## config.mk

```make
export PLATFORM = sky130hd
export DESIGN_NAME = epoch_seconds_to_calendar_unit
export DESIGN_NICKNAME = d
export VERILOG_FILES = /design/src/hdl/esc_pkg.sv /design/src/hdl/epoch_seconds_to_calendar_unit.sv
export SDC_FILE = /design/constraint.sdc
export NUM_CORES = 2
export LEC_CHECK = 0
export ABC_CLOCK_PERIOD_IN_PS = 9250
export BUFFER_PORTS_ARGS = -buffer_cell sky130_fd_sc_hd__buf_4
export CORE_AREA = 10 10 291 293
export CTS_BUF_LIST = sky130_fd_sc_hd__clkbuf_4 sky130_fd_sc_hd__clkbuf_8
export DETAILED_ROUTE_END_ITERATION = 10
export DIE_AREA = 0 0 301 303
export PLACE_DENSITY = 0.87
export SETUP_SLACK_MARGIN = 0.02
export SYNTH_ARGS = -nofsm -noshare
export SYNTH_HDL_FRONTEND = slang
export SYNTH_SLANG_ARGS = --single-unit
```

## constraint.sdc

```tcl
create_clock -name clk -period 9.25 [get_ports clk]
set_input_delay 0.4625 -clock clk [delete_from_list [all_inputs] [get_ports clk]]
set_output_delay 0.4625 -clock clk [all_outputs]
set_load 0.01 [all_outputs]
```

## src/hdl/esc_pkg.sv

```systemverilog
// Shared types and constants for the seconds-to-calendar converter.
package esc_pkg;

  // Configuration map
  localparam int unsigned CFG_AW     = 3;
  localparam int unsigned CFG_DW     = 32;
  localparam logic        REG_EPOCH_OFFSET = 1'b0;   // word index, paddr[2]
  localparam logic [31:0] EPOCH_OFFSET_RST = 32'd946684800;

  // Stream widths
  localparam int unsigned IN_DW  = 32;
  localparam int unsigned OUT_DW = 56;

  // Pipeline depth
  localparam int unsigned NUM_STAGES = 9;

  // Reciprocal constants for the constant divides
  localparam logic [31:0] RECIP_60   = 32'h8888_8889;  // x/60 = (x*R) >> 37, 32-bit x
  localparam int unsigned SHIFT_60   = 37;
  localparam logic [17:0] RECIP_3    = 18'd174763;     // x/3 = (x*R) >> 19, 18-bit x
  localparam logic [15:0] RECIP_1461 = 16'd45934;      // x/1461 = (x*R) >> 26, 16-bit x
  localparam logic [17:0] RECIP_7    = 18'd149797;     // x/7 = (x*R) >> 20, 17-bit x

  localparam logic [15:0] DAYS_PER_QUAD = 16'd1461;
  localparam logic [16:0] WEEKDAY_BIAS  = 17'd6;

  // First day of each month, zero based, common year
  localparam logic [8:0] MONTH_START [12] = '{
    9'd0,   9'd31,  9'd59,  9'd90,  9'd120, 9'd151,
    9'd181, 9'd212, 9'd243, 9'd273, 9'd304, 9'd334
  };

  // Work item as it travels down the pipe
  typedef struct packed {
    logic [31:0] t;
    logic [26:0] q_min;     // total minutes
    logic [20:0] q_hour;    // total hours
    logic [15:0] days;
    logic [5:0]  quad;      // four-year blocks
    logic [12:0] weeks;
    logic [10:0] rem;       // day within the four-year block
    logic [8:0]  doy;
    logic        leap;
    logic [7:0]  year;
    logic [3:0]  month;
    logic [4:0]  day;
    logic [4:0]  hour;
    logic [5:0]  minute;
    logic [5:0]  second;
    logic [2:0]  weekday;
  } item_t;

endpackage

```

## src/hdl/epoch_seconds_to_calendar_unit.sv

```systemverilog
// Seconds timestamp to calendar date and time converter, 2000 epoch.
//
//  channel  | dir | payload                                   | transfer when
//  ---------+-----+-------------------------------------------+-------------------------
//  in_      | in  | timestamp_seconds (32)                    | in_tvalid & in_tready
//  out_     | out | year..day_count (53, zero padded to 56)   | out_tvalid & out_tready
//  cfg_     | in  | epoch_offset at byte address 0 (APB)      | psel & penable & pwrite
//
// Nine register stages, each timestamp passing through all of them in order.
// One transfer per cycle sustained while out_tready stays high; the depth is set
// by the reciprocal multipliers (60 twice, 3, 1461, 7), each in a registered stage.
// Each stage loads whenever it is empty or the stage after it moves, so a
// stalled output holds its result while bubbles further up still close.
// rst_n (synchronous) empties the pipe and reloads epoch_offset.
module epoch_seconds_to_calendar_unit (
  input  logic                        clk,
  input  logic                        rst_n,
  // input stream
  input  logic                        in_tvalid,
  output logic                        in_tready,
  input  logic [esc_pkg::IN_DW-1:0]   in_tdata,   // [31:0] timestamp_seconds
  // result stream
  output logic                        out_tvalid,
  input  logic                        out_tready,
  // [7:0] year_offset, [11:8] month_number, [16:12] day_of_month,
  // [21:17] hour_of_day, [27:22] minute_of_hour, [33:28] second_of_minute,
  // [36:34] weekday, [52:37] day_count, [55:53] zero
  output logic [esc_pkg::OUT_DW-1:0]  out_tdata,
  // configuration
  input  logic                        cfg_psel,
  input  logic                        cfg_penable,
  input  logic                        cfg_pwrite,
  input  logic [esc_pkg::CFG_AW-1:0]  cfg_paddr,
  input  logic [esc_pkg::CFG_DW-1:0]  cfg_pwdata,
  output logic [esc_pkg::CFG_DW-1:0]  cfg_prdata,
  output logic                        cfg_pready
);

  localparam int unsigned NS = esc_pkg::NUM_STAGES;

  logic [31:0]          epoch_offset_r;
  logic [NS-1:0]        vld_r;
  logic [NS-1:0]        vld_in;
  logic [NS-1:0]        rdy;
  esc_pkg::item_t       st_r   [NS];
  esc_pkg::item_t       st_nxt [NS];
  logic                 cfg_wr;

  // ------------------------------------------------------------------
  // Configuration port: single register, zero-wait APB
  // ------------------------------------------------------------------
  assign cfg_pready = 1'b1;
  assign cfg_wr     = cfg_psel && cfg_penable && cfg_pwrite;

  always_ff @(posedge clk) begin
    if (!rst_n) begin
      epoch_offset_r <= esc_pkg::EPOCH_OFFSET_RST;
    end else if (cfg_wr && cfg_paddr[2] == esc_pkg::REG_EPOCH_OFFSET) begin
      epoch_offset_r <= cfg_pwdata;
    end
  end

  assign cfg_prdata = (cfg_paddr[2] == esc_pkg::REG_EPOCH_OFFSET) ? epoch_offset_r : '0;

  // ------------------------------------------------------------------
  // Flow control: a stage loads when empty or when its successor moves
  // ------------------------------------------------------------------
  assign vld_in = {vld_r[NS-2:0], in_tvalid};

  always_comb begin
    rdy[NS-1] = !vld_r[NS-1] || out_tready;
    for (int k = NS - 2; k >= 0; k--) begin
      rdy[k] = !vld_r[k] || rdy[k+1];
    end
  end

  assign in_tready = rdy[0];

  // ------------------------------------------------------------------
  // Datapath, one block of work per stage
  // ------------------------------------------------------------------
  always_comb begin
    logic [63:0] p_min;
    logic [63:0] p_hour;
    logic [35:0] p_day;
    logic [31:0] p_quad;
    logic [34:0] p_week;
    logic [16:0] wk_in;
    logic [15:0] quad_days;
    logic [10:0] r;
    logic [3:0]  mcnt;
    logic [8:0]  thr;
    logic [3:0]  midx;
    logic [8:0]  mstart;

    // stage 0: rebase onto 2000-01-01, wraps modulo 2^32
    st_nxt[0]   = '0;
    st_nxt[0].t = in_tdata - epoch_offset_r;

    // stage 1: total minutes
    st_nxt[1]       = st_r[0];
    p_min           = 64'(st_r[0].t) * 64'(esc_pkg::RECIP_60);
    st_nxt[1].q_min = p_min[esc_pkg::SHIFT_60 +: 27];

    // stage 2: seconds, total hours
    st_nxt[2]        = st_r[1];
    st_nxt[2].second = 6'(st_r[1].t[5:0] - 6'(st_r[1].q_min[5:0] * 6'd60));
    p_hour           = 64'(st_r[1].q_min) * 64'(esc_pkg::RECIP_60);
    st_nxt[2].q_hour = p_hour[esc_pkg::SHIFT_60 +: 21];

    // stage 3: minutes, days = (hours / 8) / 3
    st_nxt[3]        = st_r[2];
    st_nxt[3].minute = 6'(st_r[2].q_min[5:0] - 6'(st_r[2].q_hour[5:0] * 6'd60));
    p_day            = 36'(st_r[2].q_hour[20:3]) * 36'(esc_pkg::RECIP_3);
    st_nxt[3].days   = p_day[34:19];

    // stage 4: hours, four-year blocks, weeks
    st_nxt[4]       = st_r[3];
    st_nxt[4].hour  = 5'(st_r[3].q_hour[4:0] - 5'(st_r[3].days[4:0] * 5'd24));
    p_quad          = 32'(st_r[3].days) * 32'(esc_pkg::RECIP_1461);
    st_nxt[4].quad  = p_quad[31:26];
    wk_in           = 17'(st_r[3].days) + esc_pkg::WEEKDAY_BIAS;
    p_week          = 35'(wk_in) * 35'(esc_pkg::RECIP_7);
    st_nxt[4].weeks = p_week[32:20];

    // stage 5: day within block, weekday
    st_nxt[5]         = st_r[4];
    quad_days         = 16'(st_r[4].quad) * esc_pkg::DAYS_PER_QUAD;
    st_nxt[5].rem     = 11'(st_r[4].days - quad_days);
    wk_in             = 17'(st_r[4].days) + esc_pkg::WEEKDAY_BIAS;
    st_nxt[5].weekday = 3'(wk_in[2:0] - 3'(st_r[4].weeks[2:0] * 3'd7));

    // stage 6: year within block; the first year of each block is leap
    st_nxt[6] = st_r[5];
    r         = st_r[5].rem;
    if (r < 11'd366) begin
      st_nxt[6].year = {st_r[5].quad, 2'd0};
      st_nxt[6].doy  = 9'(r);
      st_nxt[6].leap = 1'b1;
    end else if (r < 11'd731) begin
      st_nxt[6].year = {st_r[5].quad, 2'd1};
      st_nxt[6].doy  = 9'(r - 11'd366);
      st_nxt[6].leap = 1'b0;
    end else if (r < 11'd1096) begin
      st_nxt[6].year = {st_r[5].quad, 2'd2};
      st_nxt[6].doy  = 9'(r - 11'd731);
      st_nxt[6].leap = 1'b0;
    end else begin
      st_nxt[6].year = {st_r[5].quad, 2'd3};
      st_nxt[6].doy  = 9'(r - 11'd1096);
      st_nxt[6].leap = 1'b0;
    end

    // stage 7: month by comparing against every month start after January
    st_nxt[7] = st_r[6];
    mcnt      = 4'd1;
    for (int k = 1; k < 12; k++) begin
      thr = esc_pkg::MONTH_START[k] + 9'((st_r[6].leap && k >= 2) ? 1 : 0);
      if (st_r[6].doy >= thr) begin
        mcnt = mcnt + 4'd1;
      end
    end
    st_nxt[7].month = mcnt;

    // stage 8: day of month
    st_nxt[8]     = st_r[7];
    midx          = st_r[7].month - 4'd1;
    mstart        = esc_pkg::MONTH_START[midx] +
                    9'((st_r[7].leap && st_r[7].month >= 4'd3) ? 1 : 0);
    st_nxt[8].day = 5'(st_r[7].doy - mstart + 9'd1);
  end

  always_ff @(posedge clk) begin
    if (!rst_n) begin
      vld_r <= '0;
    end else begin
      for (int k = 0; k < NS; k++) begin
        if (rdy[k]) begin
          vld_r[k] <= vld_in[k];
        end
      end
    end
  end

  always_ff @(posedge clk) begin
    for (int k = 0; k < NS; k++) begin
      if (rdy[k] && vld_in[k]) begin
        st_r[k] <= st_nxt[k];
      end
    end
  end

  // ------------------------------------------------------------------
  // Result
  // ------------------------------------------------------------------
  assign out_tvalid = vld_r[NS-1];
  assign out_tdata  = {3'b000,
                       st_r[NS-1].days,
                       st_r[NS-1].weekday,
                       st_r[NS-1].second,
                       st_r[NS-1].minute,
                       st_r[NS-1].hour,
                       st_r[NS-1].day,
                       st_r[NS-1].month,
                       st_r[NS-1].year};

  // ------------------------------------------------------------------
  // Checks
  // ------------------------------------------------------------------
  a_month_range: assert property (@(posedge clk) disable iff (!rst_n)
    out_tvalid |-> (st_r[NS-1].month >= 4'd1 && st_r[NS-1].month <= 4'd12))
    else $error("month out of range");

  a_day_range: assert property (@(posedge clk) disable iff (!rst_n)
    out_tvalid |-> (st_r[NS-1].day >= 5'd1 && st_r[NS-1].weekday <= 3'd6 &&
                    st_r[NS-1].hour <= 5'd23 && st_r[NS-1].minute <= 6'd59 &&
                    st_r[NS-1].second <= 6'd59))
    else $error("calendar field out of range");

  a_full_when_blocked: assert property (@(posedge clk) disable iff (!rst_n)
    !in_tready |-> (&vld_r))
    else $error("input blocked with a bubble in the pipe");

  a_stall_holds: assert property (@(posedge clk) disable iff (!rst_n)
    (vld_r[NS-2] && !rdy[NS-2]) |=> (vld_r[NS-2] && $stable(st_r[NS-2])))
    else $error("stalled stage lost or changed its item");

endmodule

```

==> results by group <==
Yosys
  – Sequential share of the synthesized area: 26.6%
  – Dominant synthesized flop cell: edfxtp_1
  – Post-synth EDFFs: 387
  – Post-Syn Area: 46800 µm²
  – Top cells by count, synth: inv_1, ha_1, fa_1, edfxtp_1, nand2_1
  – Main area contributors after synthesis: ha_1, edfxtp_1, fa_1, inv_1, xnor2_1
  – Flops & latches, synth: 428
  – Synth Area in XOR/XNOR: 3.82%
  – Compound-Gate Fraction of Synth Area: 7.39%
  – Post-synth top area share: 25.1%
  – Netlist cell types: 92
  – Post-synthesis mux area share: less than 1%
  – Cells after Synth: between 4000 and 5000
  – Async set or reset register ratio after synthesis: 0%
  – Cell with the most instances after synthesis: inv_1
  – Main combinational cell family by area after synthesis: adder cells
  – Area leader, netlist: ha_1
  – Post-synthesis simple-gate area fraction: 5.08%
  – Mean Syn Cell Area: 11.0 µm²
  – Yosys Warn Count: 0
  – Post-synthesis adder-cell area fraction: 47.7%

Floorplan
  – I/O Pins: ~170
  – Die Y: 303 µm
  – Chip Width: 301 µm
  – Num rows: 103
  – Core Area: just under 80000 µm²
  – Die area: around 90000 µm²
  – Initial core utilization: 59.6%

Status
  – Outcome: complete, no violations

Worst setup path
  – Reg-to-reg slack, setup: 1.45 ns
  – Critical path type: reg -> reg
  – CP max FO: 6
  – WP data required: between 9 and 10 ns
  – Crit path DAT: between 8 and 9 ns
  – CP Capture Type: register
  – Startpoint types: register

Drt
  – 1st-iter DRT viols: 1901
  – Drt pass-1 iters: 8
  – DR vias: around 30000
  – Routed wire length: 101000 µm
  – Via-to-Cell Ratio: 5.52
  – WL per Instance: around 18 µm
  – DRC: 0
  – DRT antenna net count: 0

Global route
  – Grt ovf: 0
  – Initial antenna violation count: 0
  – Total Routing Usage GR: 22.5%
  – Vias in the first global route: 33400
  – Largest net degree at the start of global routing: 55
  – First-pass GRT wire length: 165000 µm

Timing
  – RSZ-0062 raised after global routing: no
  – Fin crit period: 7.80 ns
  – Fin crit share: 84.3%
  – Final setup vio count: 0
  – Worst Max-Slew Pin Slew: 1.17 ns
  – Slew Viols, Final: 0
  – Rel. slew slack: 22.0%
  – Final-report hold violation count: 0
  – Setup Skew: 0.0480 ns
  – Fin Setup TNS: 0 ns
  – Peak Freq: 0.128 GHz

CTS
  – Clk sinks: roughly 430
  – TritonCTS buffer count: 70
  – CTS hold repair buffers: 10
  – TritonCTS clock tree: yes
  – Max clock buf depth: 3
  – Skew-Pair Late Insertion Delay: roughly 0.66 ns
  – Post-CTS Resized: 0
  – CTS Root Cell: clkbuf_8
  – Clk slew on worst S/H paths: 0.06 ns
  – Post-CTS Setup Inserts: 0
  – H-tree Lvls: 3

Final layout
  – Nets@finish: 6012
  – Fin cells: 5572
  – Register area: about 12000 µm²
  – Multi-input gate area: 30200 µm²
  – Share of cells above drive strength 1: under 10%
  – # fillers: 5567
  – Area growth from synthesis to layout: 8.54%
  – Antenna Cells: 0

Place
  – RePlAce Congestion: 0.922
  – I/O Buffers: 158
  – Post-DP HPWL: 83000 µm
  – Placed cell count: 5438

Job
  – Max Cap Viol: 0

Min path
  – Hold Path Class: in -> reg
-- cell usage in the layout (no fill, tap or decap), types with 72 or more instances in the layout --
| cell type | n |
|---|---|
| xnor2_1 | 136 |
| nand2_1 | 152 |
| edfxtp_1 | 387 |
| nor2_1 | 130 |
| fa_1 | 530 |
| ha_1 | 938 |
| a21o_1 | 72 |
| o21ai_0 | 79 |
| clkbuf_8 | 72 |
| buf_4 | 166 |
| a21oi_1 | 135 |
| inv_1 | 1109 |
-- sequential cells by signal, indices dropped and copies added (netlist names) --
signal and flops:
epoch_offset_r 32, st_r 387, vld_r 9
-- layer usage --
metal | global-route usage (%) | part of all wire, % | wire length [µm] | vias up
met3 | 3.09 | 5.1 | 5170 | 318
met1 | 26.8 | 39 | 39300 | 15100
met2 | 40.2 | 51 | 51900 | 987
met5 | 0 | 0 | 0 | -
li1 | - | - | - | 14400
met4 | 9.75 | 4.4 | 4430 | 0
-- worst max-delay path: stages (launching register included) --
cell and delay (ns):
edfxtp_1 0.51, ha_1 0.45, inv_1 0.09, fa_1 0.60
inv_1 0.08, fa_1 0.50, inv_1 0.05, fa_1 0.49
fa_1 0.56, inv_1 0.06, fa_1 0.52, inv_1 0.05
fa_1 0.52, inv_1 0.05, ha_1 0.33, nand3_1 0.15
nor4_2 0.36, o2111ai_1 0.17, a311oi_1 0.30, o21ai_1 0.23
a41oi_1 0.49, a221oi_1 0.24, o31ai_1 0.44, a21oi_1 0.15
xnor2_1 0.13
-- logic make-up (layout without fill, tap and decap cells) --
family | count (synthesis) | after routing
DFF | 428 | 428
and+or+nand+nor | 498 | 498
AOI/OAI and AO/OA | 511 | 511
muxes | 9 | 9
buffers and inverters | 1143 | 1410
adders and majority gates | 1468 | 1468
other | 2 | 4
xor gates and xnor gates | 194 | 194
-- path summary, 6_finish.rpt --
check / depth (start not counted) / endpoint / start
max: 24 / st_r[0][313] / st_r[0][142]
min: 3 / epoch_offset_r[29] / cfg_pwdata[29]
max reg2reg: 24 / st_r[0][313] / st_r[0][142]
min reg2reg: 0 / st_r[0][527] / st_r[0][354]
-- layout make-up --
cell class	instances	share of cell area [%]
Multi-Input combinational cell	2684	59.4
Sequential cell	428	24.5
Inverter	1110	8.19
Timing Repair Buffer	176	2.65
Tap cell	1050	2.58
Clock buffer	89	2.20
Clock inverter	35	0.551
-- metrics by stage --
step	cell area, µm²	setup WS (ns)	utilization [%]	hold slack [ns]
CTS	50800	1.53	64.7	0.00546
floorplan	46900	2.42	-	0.400
global placement	49300	1.63	62.8	0.401
finish	50900	1.45	64.7	0.0440
global route	50900	1.11	64.7	0.0420
detailed placement	49300	1.57	62.8	0.405
Power is left out: the tool's default activity adds up to more than one toggle a clock period on the data nets, which glitch-free logic cannot reach.
